**src/sv/utf8d_pkg.sv**
```systemverilog
// Types, constants and the lead-byte decode function of the UTF-8 stream decoder.
package utf8d_pkg;

	localparam int CP_W = 21;

	localparam logic [7:0] MASK_CONT = 8'hC0;
	localparam logic [7:0] CONT_TAG  = 8'h80;
	localparam logic [7:0] MASK_L2   = 8'hE0;
	localparam logic [7:0] TAG_L2    = 8'hC0;
	localparam logic [7:0] MASK_L3   = 8'hF0;
	localparam logic [7:0] TAG_L3    = 8'hE0;
	localparam logic [7:0] MASK_L4   = 8'hF8;
	localparam logic [7:0] TAG_L4    = 8'hF0;
	localparam logic [7:0] BITS_L2   = 8'h1F;
	localparam logic [7:0] BITS_L3   = 8'h0F;
	localparam logic [7:0] BITS_L4   = 8'h07;
	localparam logic [7:0] BITS_CONT = 8'h3F;

	localparam logic [CP_W-1:0] REPL_CP = 21'h00FFFD;

	// One decoded result.
	typedef struct packed {
		logic [CP_W-1:0] cp;
		logic            rep;
	} result_t;

	// Results caused by one input word; r0 always goes out first.
	typedef struct packed {
		logic    two;
		result_t r0;
		result_t r1;
	} entry_t;

	// Results gathered while one word is decoded.
	typedef struct packed {
		logic [1:0] cnt;
		result_t    r0;
		result_t    r1;
	} pend_t;

	// Outcome of decoding a byte as a fresh lead.
	typedef struct packed {
		logic            emit;
		result_t         res;
		logic [CP_W-1:0] pv;
		logic [1:0]      bse;
	} lead_t;

	// Queue status seen by the front and back ends.
	typedef struct packed {
		logic full;
		logic empty;
	} fifo_status_t;

	function automatic result_t repl_result();
		result_t r;
		r.cp  = REPL_CP;
		r.rep = 1'b1;
		return r;
	endfunction

	// Append one result to the pending list.
	function automatic pend_t add_result(input pend_t p, input result_t r);
		pend_t o;
		o = p;
		if (p.cnt == 2'd0) begin
			o.r0 = r;
		end else begin
			o.r1 = r;
		end
		o.cnt = p.cnt + 2'd1;
		return o;
	endfunction

	// Decode a nonzero, non-continuation byte as the start of a character.
	function automatic lead_t decode_lead(input logic [7:0] b);
		lead_t l;
		l = '0;
		if (!b[7]) begin
			l.emit   = 1'b1;
			l.res.cp = {{(CP_W-8){1'b0}}, b};
		end else if ((b & MASK_L2) == TAG_L2) begin
			l.pv  = {{(CP_W-8){1'b0}}, b & BITS_L2};
			l.bse = 2'd1;
		end else if ((b & MASK_L3) == TAG_L3) begin
			l.pv  = {{(CP_W-8){1'b0}}, b & BITS_L3};
			l.bse = 2'd2;
		end else if ((b & MASK_L4) == TAG_L4) begin
			l.pv  = {{(CP_W-8){1'b0}}, b & BITS_L4};
			l.bse = 2'd3;
		end else begin
			l.emit = 1'b1;
			l.res  = repl_result();
		end
		return l;
	endfunction

endpackage

```
**src/sv/utf8d_front.sv**
```systemverilog
// Front end: accepts bytes, keeps the sequence state and forms the results of each word.
module utf8d_front import utf8d_pkg::*; (
	input  logic         clk,
	input  logic         arst_n,
	input  logic         s_tvalid,
	output logic         s_tready,
	input  logic [7:0]   data_byte,
	input  logic         end_of_string,
	input  fifo_status_t fifo_st,
	output logic         push,
	output entry_t       push_entry
);

	logic [CP_W-1:0] pv_q;
	logic [1:0]      bse_q;
	logic            start_q;

	logic [CP_W-1:0] pv_n;
	logic [1:0]      bse_n;
	logic            start_n;
	pend_t           pend;
	lead_t           lead;
	logic            cont;
	logic [CP_W-1:0] pv_acc;
	result_t         acc_res;
	logic            accept;

	assign s_tready = !fifo_st.full;
	assign accept   = s_tvalid && s_tready;
	assign cont     = (data_byte & MASK_CONT) == CONT_TAG;
	assign pv_acc   = {pv_q[CP_W-7:0], data_byte[5:0] & BITS_CONT[5:0]};
	assign lead     = decode_lead(data_byte);
	assign acc_res  = '{cp: pv_acc, rep: 1'b0};

	// Decode one byte against the current sequence state.
	always_comb begin
		pend    = '0;
		pv_n    = pv_q;
		bse_n   = bse_q;
		start_n = 1'b0;
		if (data_byte == 8'd0) begin
			if (bse_q != 2'd0) begin
				pend = add_result(pend, repl_result());
			end
			pv_n    = '0;
			bse_n   = 2'd0;
			start_n = 1'b1;
		end else begin
			if (bse_q != 2'd0) begin
				if (cont) begin
					bse_n = bse_q - 2'd1;
					if (bse_n == 2'd0) begin
						pend = add_result(pend, acc_res);
						pv_n = '0;
					end else begin
						pv_n = pv_acc;
					end
				end else begin
					// A broken sequence is replaced, then the byte starts anew.
					pend = add_result(pend, repl_result());
					if (lead.emit) begin
						pend = add_result(pend, lead.res);
					end
					pv_n  = lead.pv;
					bse_n = lead.bse;
				end
			end else if (cont) begin
				if (start_q) begin
					pend = add_result(pend, repl_result());
				end
			end else begin
				if (lead.emit) begin
					pend = add_result(pend, lead.res);
				end
				pv_n  = lead.pv;
				bse_n = lead.bse;
			end
			if (end_of_string) begin
				if (bse_n != 2'd0) begin
					pend = add_result(pend, repl_result());
				end
				pv_n    = '0;
				bse_n   = 2'd0;
				start_n = 1'b1;
			end
		end
	end

	assign push          = accept && (pend.cnt != 2'd0);
	assign push_entry.two = pend.cnt[1];
	assign push_entry.r0  = pend.r0;
	assign push_entry.r1  = pend.r1;

	// Sequence state advances on every accepted word.
	always_ff @(posedge clk or negedge arst_n) begin
		if (!arst_n) begin
			pv_q    <= '0;
			bse_q   <= 2'd0;
			start_q <= 1'b1;
		end else if (accept) begin
			pv_q    <= pv_n;
			bse_q   <= bse_n;
			start_q <= start_n;
		end
	end

endmodule

```
**src/sv/utf8d_fifo.sv**
```systemverilog
// Short queue of result entries between the front and back ends.
module utf8d_fifo import utf8d_pkg::*; #(
	parameter int DEPTH = 4
) (
	input  logic         clk,
	input  logic         arst_n,
	input  logic         push,
	input  entry_t       push_entry,
	input  logic         pop,
	output entry_t       head,
	output fifo_status_t st
);

	localparam int AW = (DEPTH > 1) ? $clog2(DEPTH) : 1;
	localparam int CW = $clog2(DEPTH + 1);

	entry_t        mem_q [DEPTH];
	logic [AW-1:0] wptr_q;
	logic [AW-1:0] rptr_q;
	logic [CW-1:0] count_q;

	assign st.full  = count_q == CW'(DEPTH);
	assign st.empty = count_q == '0;
	assign head     = mem_q[rptr_q];

	// Entry storage.
	always_ff @(posedge clk) begin
		if (push) begin
			mem_q[wptr_q] <= push_entry;
		end
	end

	// Pointers and fill count.
	always_ff @(posedge clk or negedge arst_n) begin
		if (!arst_n) begin
			wptr_q  <= '0;
			rptr_q  <= '0;
			count_q <= '0;
		end else begin
			if (push) begin
				wptr_q <= (wptr_q == AW'(DEPTH - 1)) ? '0 : wptr_q + AW'(1);
			end
			if (pop) begin
				rptr_q <= (rptr_q == AW'(DEPTH - 1)) ? '0 : rptr_q + AW'(1);
			end
			if (push && !pop) begin
				count_q <= count_q + CW'(1);
			end else if (pop && !push) begin
				count_q <= count_q - CW'(1);
			end
		end
	end

endmodule

```
**src/sv/utf8d_back.sv**
```systemverilog
// Back end: takes entries from the queue and sends their results one word at a time.
module utf8d_back import utf8d_pkg::*; (
	input  logic                clk,
	input  logic                arst_n,
	input  fifo_status_t        fifo_st,
	input  entry_t              head,
	output logic                pop,
	output logic                m_tvalid,
	input  logic                m_tready,
	output logic [CP_W-1:0]     code_point,
	output logic                replaced,
	output logic                last_of_item
);

	logic    valid_q;
	logic    phase_q;
	entry_t  ent_q;
	result_t cur;
	logic    done;

	assign cur          = phase_q ? ent_q.r1 : ent_q.r0;
	assign last_of_item = phase_q || !ent_q.two;
	assign code_point   = cur.cp;
	assign replaced     = cur.rep;
	assign m_tvalid     = valid_q;

	// The held entry is finished once its last result is taken.
	assign done = !valid_q || (m_tready && last_of_item);
	assign pop  = done && !fifo_st.empty;

	// Control of the output register.
	always_ff @(posedge clk or negedge arst_n) begin
		if (!arst_n) begin
			valid_q <= 1'b0;
			phase_q <= 1'b0;
		end else if (pop) begin
			valid_q <= 1'b1;
			phase_q <= 1'b0;
		end else if (done) begin
			valid_q <= 1'b0;
			phase_q <= 1'b0;
		end else if (m_tready) begin
			phase_q <= 1'b1;
		end
	end

	// Held entry payload.
	always_ff @(posedge clk) begin
		if (pop) begin
			ent_q <= head;
		end
	end

endmodule

```
**src/sv/utf8_stream_decoder_top.sv**
```systemverilog
// Top level of the UTF-8 stream decoder: front end, result queue and back end.
//
//  channel  | dir | tdata              | tuser    | tlast
//  ---------+-----+--------------------+----------+---------------
//  s_*      | in  | [7:0] data_byte    | -        | end_of_string
//  m_*      | out | [20:0] code_point  | replaced | last_of_item
//
// One byte is accepted per clock while the queue has room; results leave at one
// per clock from the output register while m_tready is high; a byte with two
// results sends two words. Input stalls only when the FIFO_DEPTH-entry queue is full.
// Reset clears the sequence state to the start of a string and empties the queue.
module utf8_stream_decoder_top import utf8d_pkg::*; #(
	parameter int FIFO_DEPTH = 4
) (
	input  logic        clk,
	input  logic        arst_n,
	input  logic        s_tvalid,
	output logic        s_tready,
	input  logic [7:0]  s_tdata,   // [7:0] data_byte
	input  logic        s_tlast,
	output logic        m_tvalid,
	input  logic        m_tready,
	output logic [23:0] m_tdata,   // [20:0] code_point, [23:21] zero
	output logic        m_tuser,   // [0] replaced
	output logic        m_tlast
);

	fifo_status_t    fifo_st;
	logic            push;
	entry_t          push_entry;
	logic            pop;
	entry_t          head;
	logic [CP_W-1:0] code_point;

	utf8d_front u_front (
		.clk           (clk),
		.arst_n        (arst_n),
		.s_tvalid      (s_tvalid),
		.s_tready      (s_tready),
		.data_byte     (s_tdata),
		.end_of_string (s_tlast),
		.fifo_st       (fifo_st),
		.push          (push),
		.push_entry    (push_entry)
	);

	utf8d_fifo #(
		.DEPTH (FIFO_DEPTH)
	) u_fifo (
		.clk        (clk),
		.arst_n     (arst_n),
		.push       (push),
		.push_entry (push_entry),
		.pop        (pop),
		.head       (head),
		.st         (fifo_st)
	);

	utf8d_back u_back (
		.clk          (clk),
		.arst_n       (arst_n),
		.fifo_st      (fifo_st),
		.head         (head),
		.pop          (pop),
		.m_tvalid     (m_tvalid),
		.m_tready     (m_tready),
		.code_point   (code_point),
		.replaced     (m_tuser),
		.last_of_item (m_tlast)
	);

	assign m_tdata = {3'b000, code_point};

endmodule

```
**config.mk**
```make
export PLATFORM = sky130hd
export DESIGN_NAME = utf8_stream_decoder_top
export DESIGN_NICKNAME = d
export VERILOG_FILES = /design/src/sv/utf8d_pkg.sv /design/src/sv/utf8d_front.sv /design/src/sv/utf8d_fifo.sv /design/src/sv/utf8d_back.sv /design/src/sv/utf8_stream_decoder_top.sv
export SDC_FILE = /design/constraint.sdc
export NUM_CORES = 1
export LEC_CHECK = 0
export ABC_AREA = 1
export BUFFER_PORTS_ARGS = -buffer_cell sky130_fd_sc_hd__buf_4
export CAP_MARGIN = 40
export CELL_PAD_IN_SITES_DETAIL_PLACEMENT = 0
export CELL_PAD_IN_SITES_GLOBAL_PLACEMENT = 1
export CORE_AREA = 2 2 129 131
export DETAILED_ROUTE_END_ITERATION = 10
export DIE_AREA = 0 0 131 133
export PLACE_DENSITY_LB_ADDON = 0.15
export SLEW_MARGIN = 20
export SYNTH_ARGS = -nofsm -noshare
export SYNTH_HDL_FRONTEND = slang
export SYNTH_SLANG_ARGS = --single-unit
```
**constraint.sdc**
```tcl
create_clock -name clk -period 5.8 [get_ports clk]
set_clock_uncertainty 0.15 [all_clocks]
set_input_delay 0.58 -clock clk [delete_from_list [all_inputs] [get_ports clk]]
set_output_delay 0.58 -clock clk [all_outputs]
set_load 0.005 [all_outputs]
```
; Word-level counts from Yosys, hierarchy flattened
; Memory sizes are Yosys's and may differ from the RTL's. A register that Yosys moved wholly into a read port is not among the register bits.
; Cells that the tools add are included.
[totals]
n_memories = 1
ram_bits = 180
regBits = 27
[classes]
n_reduce_logical = 25
n_addsub = 6
n_eq_ne = 8
mux = 48
[mem_list]
columns = name, depth, width, rd, rd_clocked_by_memory_dff, wr, line_no
row1 = u_fifo.mem_q, 4, 45, 1, 1, 1, utf8d_fifo.sv:17  ; entry_t mem_q [DEPTH];
[op_table]
columns = cell, count
row1 = 46-bit two-way mux, 8
row2 = 45-bit two-way mux, 4
row3 = 23-bit two-way mux, 5
row4 = 15-bit two-way mux, 6
row5 = 22-bit two-way mux, 4
row6 = 24-bit two-way mux, 1
row7 = 2-bit two-way mux, 8
row8 = 2-bit nonzero test, 5
row9 = 1-bit two-way mux, 9
row10 = 8-bit logical NOT, 1
row11 = "2-bit by 1-bit adder with 2-bit output, second input constant", 3
row12 = "2-bit == test, second input constant", 3
row13 = "3-bit == test, second input constant", 2
row14 = 1-bit logical AND, 6
row15 = 1-bit logical NOT, 6
row16 = 3-bit two-way mux, 2
row17 = "5-bit == test, second input constant", 1
row18 = 5-bit two-way mux, 1
row19 = "4-bit == test, second input constant", 1
row20 = 2-bit logical NOT, 2
row21 = "4-bit != test, second input constant", 1
row22 = "3-bit by 1-bit adder with 3-bit output, second input constant", 1
row23 = 3-bit logical NOT, 1
row24 = 3-bit nonzero test, 1
row25 = other kinds (4), 5

; Logic depth before layout (Yosys ltp)
[logic_depth]
ltp_word = 20
ltp_mapped = 23

; Modules after synthesis
; Synthesis repeated with hierarchy kept, for this count alone.
[hier_totals]
cells_unflattened = 940
hier_area_um2 = 10943.0
[by_module_without_submodules]
columns = mod, area_each_um2, instances, cells_per_inst
row1 = utf8d_fifo, 7562.3, 1, 576
row2 = utf8d_back, 1700.4, 1, 125
row3 = utf8d_front, 1654.1, 1, 235
row4 = utf8_stream_decoder_top, 26.3, 1, 4

; Worst setup path after synthesis
; No wires, ideal clock.
[synth_timing]
kind = reg2reg
start = register u_back.phase_q
end = register u_fifo.count_q[1]
period_less_slack_ps = 3682
path_slack_ps = 2118
t_arrival_ps = 3408
stages_incl_launch_ff = 13
path_buffers = 1
path_cell_list = dfrtp_1 -> clkbuf_1 -> inv_2 -> nand2_1 -> nand2_1 -> nand2_1 -> inv_1 -> nor2_1 -> inv_1 -> ha_1 -> inv_1 -> fa_1 -> mux2_2
[synth_via]
elab_chain_len = 7
[synth_rtl]
columns = element, line_no
row1 = "start, declared", utf8d_back.sv:16  ; logic phase_q;
row2 = "start signal, assigned", utf8d_back.sv:35  ; phase_q <= 1'b0;
row3 = "start signal, assigned", utf8d_back.sv:38  ; phase_q <= 1'b0;
row4 = "start signal, assigned", utf8d_back.sv:41  ; phase_q <= 1'b0;
row5 = 1-bit logical OR *, utf8d_back.sv:22  ; assign last_of_item = phase_q || !ent_q.two;
row6 = named net m_tlast, utf8_stream_decoder_top.sv:25  ; output logic m_tlast
row7 = 1-bit logical AND *, utf8d_back.sv:28  ; assign done = !valid_q || (m_tready && last_of_item);
row8 = 1-bit logical OR *, utf8d_back.sv:28
row9 = 1-bit logical AND *, utf8d_back.sv:29  ; assign pop = done && !fifo_st.empty;
row10 = named net pop, utf8_stream_decoder_top.sv:31  ; logic pop;
row11 = 1-bit logical NOT, utf8d_fifo.sv:46  ; if (push && !pop) begin
row12 = 1-bit logical AND, utf8d_fifo.sv:46
row13 = 3-bit two-way mux or 2-bit nonzero test (tied branches), --
row14 = "end signal, assigned", utf8d_fifo.sv:47  ; count_q <= count_q + CW'(1);
row15 = "end signal, assigned", utf8d_fifo.sv:49  ; count_q <= count_q - CW'(1);
row16 = "end, declared", utf8d_fifo.sv:20  ; logic [CW-1:0] count_q;
; Mark *: on every way through the listed nets, which the timed path passes. The rest lies on a longest branch.
; A chain may end at the register's enable or synchronous reset.

; Final worst setup path
[layout_timing]
start = register u_front.bse_q[0]
end = register u_fifo.count_q[2]
[layout_via]
elab_chain_len = 15
[layout_rtl]
columns = element, line_no
row1 = "start, declared", utf8d_front.sv:15  ; logic [1:0] bse_q;
row2 = "start signal, assigned", utf8d_front.sv:102  ; bse_q <= bse_n;
row3 = 2-bit by 1-bit subtractor with 2-bit output, utf8d_front.sv:51  ; bse_n = bse_q - 2'd1;
row4 = 2-bit logical NOT, utf8d_front.sv:52  ; if (bse_n == 2'd0) begin
row5 = 45-bit two-way mux, utf8d_front.sv:52
row6 = 46-bit two-way mux, utf8d_front.sv:50  ; if (cont) begin
row7 = 46-bit two-way mux, utf8d_front.sv:49  ; if (bse_q != 2'd0) begin
row8 = 46-bit two-way mux, utf8d_front.sv:41  ; if (data_byte == 8'd0) begin
row9 = 2-bit by 1-bit adder with 2-bit output, utf8d_pkg.sv:71  ; o.cnt = p.cnt + 2'd1;
row10 = 46-bit two-way mux, utf8d_front.sv:79  ; if (bse_n != 2'd0) begin
row11 = 46-bit two-way mux, utf8d_front.sv:78  ; if (end_of_string) begin
row12 = 46-bit two-way mux *, utf8d_front.sv:41
row13 = 2-bit nonzero test *, utf8d_front.sv:89  ; assign push = accept && (pend.cnt != 2'd0);
row14 = 1-bit logical AND *, utf8d_front.sv:89
row15 = named net push, utf8_stream_decoder_top.sv:29  ; logic push;
row16 = 1-bit logical NOT, utf8d_fifo.sv:48  ; end else if (pop && !push) begin
row17 = 1-bit logical AND, utf8d_fifo.sv:48
row18 = 2-bit nonzero test (no source line), --
; Mark *: on every way through the listed nets, which the timed path passes. The rest lies on a longest branch. The select of a mux whose other input is x is not followed.

==> out/results.ini <==
[timing]
drv_slew = 0
max_freq_ghz = 0.285
finalCriticalPeriod_ns = 3.51
fin_crit_sh_pct = 60.5
hold_slack_ns = 0.241
slew_headroom_pct = 48.4
tightest_slew_ns = 0.767
setup_viol = 0
hold_viol_final = 0
setup-tns-final_ns = 0
rsz0062_at_grt = no

[routing]
drc = 0
first_pass_iters = 7
drtIter0Drc = 466
via_per_inst = 5.32
wl_um = 17400
vias = 4972
postRouteAntennaNets = 0
avgRoutedWirePerCell_um = 18.6

[run_status]
status = complete, no violations

[synthesis]
netlist_instances = 664
ys_warn_count = 0
synth_top_cell_by_area = edfxtp_1
syn_area_mm2 = 0.00785
synth.area.top_cells = edfxtp_1 59%, dfrtp_1 8.3%, o21ai_0 4.9%
yosysSeqAreaShare_pct = 67.9
ys_types = 46
synth_top_area_share_pct = 59.3
avgSynthCellArea_um2 = 11.8
ys_ff_latch = 182

[floorplan]
initial_core_util_pct = 48.6
core-area_mm2 = 0.0162
die_width_um = 131
die_h_um = 133
boundaryPins = 41
dieArea_mm2 = 0.0174
rows = 47

[cts]
numCtsBuffers = 17
cts_tree = built
cts-root-buf = clkbuf_16
htree_levels = 4
postCtsSetupBuffers = 0
clock_path_buffers = 2
clkSlewWorstSetupHoldPaths_ns = 0.07
clk_latency_ns = 0.43
clock_sink_count = 182

[place]
placedCellCount = 902
place.gp.congestion = 0.869
hpwl_um = 10900
io_buffers = 37

[power]
leakagePower_uw = 0.00345
fin_total_pwr_uw = 4610
ir_worst_vdd_mv = 0.307
power.density_mw_per_mm2 = 512

[final_layout]
nets = 725
num_antenna_cells = 0
fin_cells = 935
mostFrequentLayoutCells = 155 x edfxtp_1, 89 x nand2_1, 81 x nor2_1
utilization_pct = 55.6
mostFrequentLayoutCell = edfxtp_1
drive_above_1_share_pct = 19.2
area_growth_pct = 14.4

[setup_path]
crit_path_cell_trace = inv_1 > ha_1 > buf_8 > nor2_8 > inv_6 > nor2_2 > nor2_2 > nand2_2 > ha_1 > inv_1 > nand2_1 > nand2_1 > nand2_1 > nand2_2 > nand2_4 > nand2_8 > inv_2 > ha_1 > inv_1 > fa_1 > a21oi_1 > o21ai_0 > xnor2_1
worstPathMaxFanout = 10
path_class = reg2reg
cpPeakStageDelay_ns = 0.46
critPathSlowestCell = ha_1
startpoint_type = register
critPathCaptureType = register
critical_path_required_ns = 5.97
crit_arrival_ns = 3.68

[hold_path]
holdCritPathClass = in2reg

[global_routing]
grt_use_total_pct = 21.1
grt_pass1_vias = 4758
grt_first_pass_wirelength_um = 26500
grt_max_degree = 66
grt.overflow.total = 0
antenna_found_initial = 0

[flow_run]
maxCapViolCount = 0

synth_stat cells (all sizes together):
cell type	count
ha	9
o22ai	42
o211ai	2
mux2	1
o21bai	1
clkbuf	23
o21ai	83
conb	1
nand4	7
xnor2	2
nor2	96
nand2	106
a21oi	9
buf	8
fa	1
dfstp	1
nor3	3
dfrtp	26
nand3	5
o2111ai	6
o31ai	11
edfxtp	155
inv	63
or2	1
a31oi	1
clkinv	1
metal layers:
metal	track usage [%]	routed length, µm	part of all wire [%]
met4	7.15	235	1.4
met2	33.9	8490	49
met1	28.5	7950	46
met3	4.49	682	3.9
met5	0	0	0
state kept, by name, summed over array words and instances (netlist names):
name             count
u_front.bse_q        2
u_fifo.rptr_q        2
u_front.start_q      1
u_fifo.count_q       3
u_fifo.wptr_q        2
u_front.pv_q        15
u_back.m_tvalid      1
u_back.ent_q        31
u_back.phase_q       1
u_fifo.mem_q       124
stage by stage:
stage	cell area (µm²)	setup slack (ns)
2_1_floorplan	7860	2.12
3_3_place_gp	8340	2.16
3_5_place_dp	8370	2.30
4_1_cts	8990	2.29
5_1_grt	8990	2.05
6_report	8990	2.29
power breakdown:
part	total [µW]	switching (µW)	internal, µW
registers	2040	130	1910
logic	1420	934	489
clock network	1150	465	683
total	4610	1530	3080
what timing repair did:
item,in CTS,in global routing
endpoints found under the hold margin,26,0
resized for setup,0,0
hold buffers,1,0
endpoints found under the setup margin,0,0
final cells by class:
class	instances	area (µm²)
Clock buffer	23	488
Clock inverter	9	116
Fill cell	1347	7190
Inverter	64	255
Multi-Input combinational cell	389	2140
Sequential cell	182	5330
Tap cell	220	275
Timing Repair Buffer	48	378
cells by family after synthesis:
family,synth area share [%]
AOI/OAI and AO/OA,12.0
xor gates and xnor gates,0.223
adders and majority gates,1.69
buffers and inverters,5.03
DFF,67.9
muxes,0.143
other,0.0478
and+or+nand+nor,13.0
final timing paths:
| kind | start | endpoint | slack (ns) | depth (start not counted) |
|---|---|---|---|---|
| worst max-delay path | u_front.bse_q[0]$_DFFE_PN0P_ | u_fifo.count_q[2]$_DFFE_PN0P_ | 2.29 | 23 |
| worst min register to register | u_front.pv_q[13]$_DFFE_PN0P_ | u_front.pv_q[13]$_DFFE_PN0P_ | 0.35 | 2 |
| max in group asynchronous | arst_n | u_front.start_q$_DFFE_PN1P_ | 4.66 | 2 |
| worst max register to register | u_front.bse_q[0]$_DFFE_PN0P_ | u_fifo.count_q[2]$_DFFE_PN0P_ | 2.29 | 23 |
| min in group asynchronous | arst_n | u_back.m_tvalid$_DFFE_PN0N_ | 0.49 | 2 |
| worst min-delay path | m_tready | u_back.phase_q$_DFFE_PN0P_ | 0.24 | 3 |
critical path: cells and delay by family (launching register included):
kind / cells / cell delay, ns
buffers and inverters: 6 / 0.56
AND/OR/NAND/NOR: 10 / 0.67
XOR/XNOR: 1 / 0.13
flip-flops: 1 / 0.39
adder cells (fa/ha/maj): 4 / 1.24
AO/OA/AOI/OAI: 2 / 0.25
Note: power is estimated with default switching activity, not from simulation.
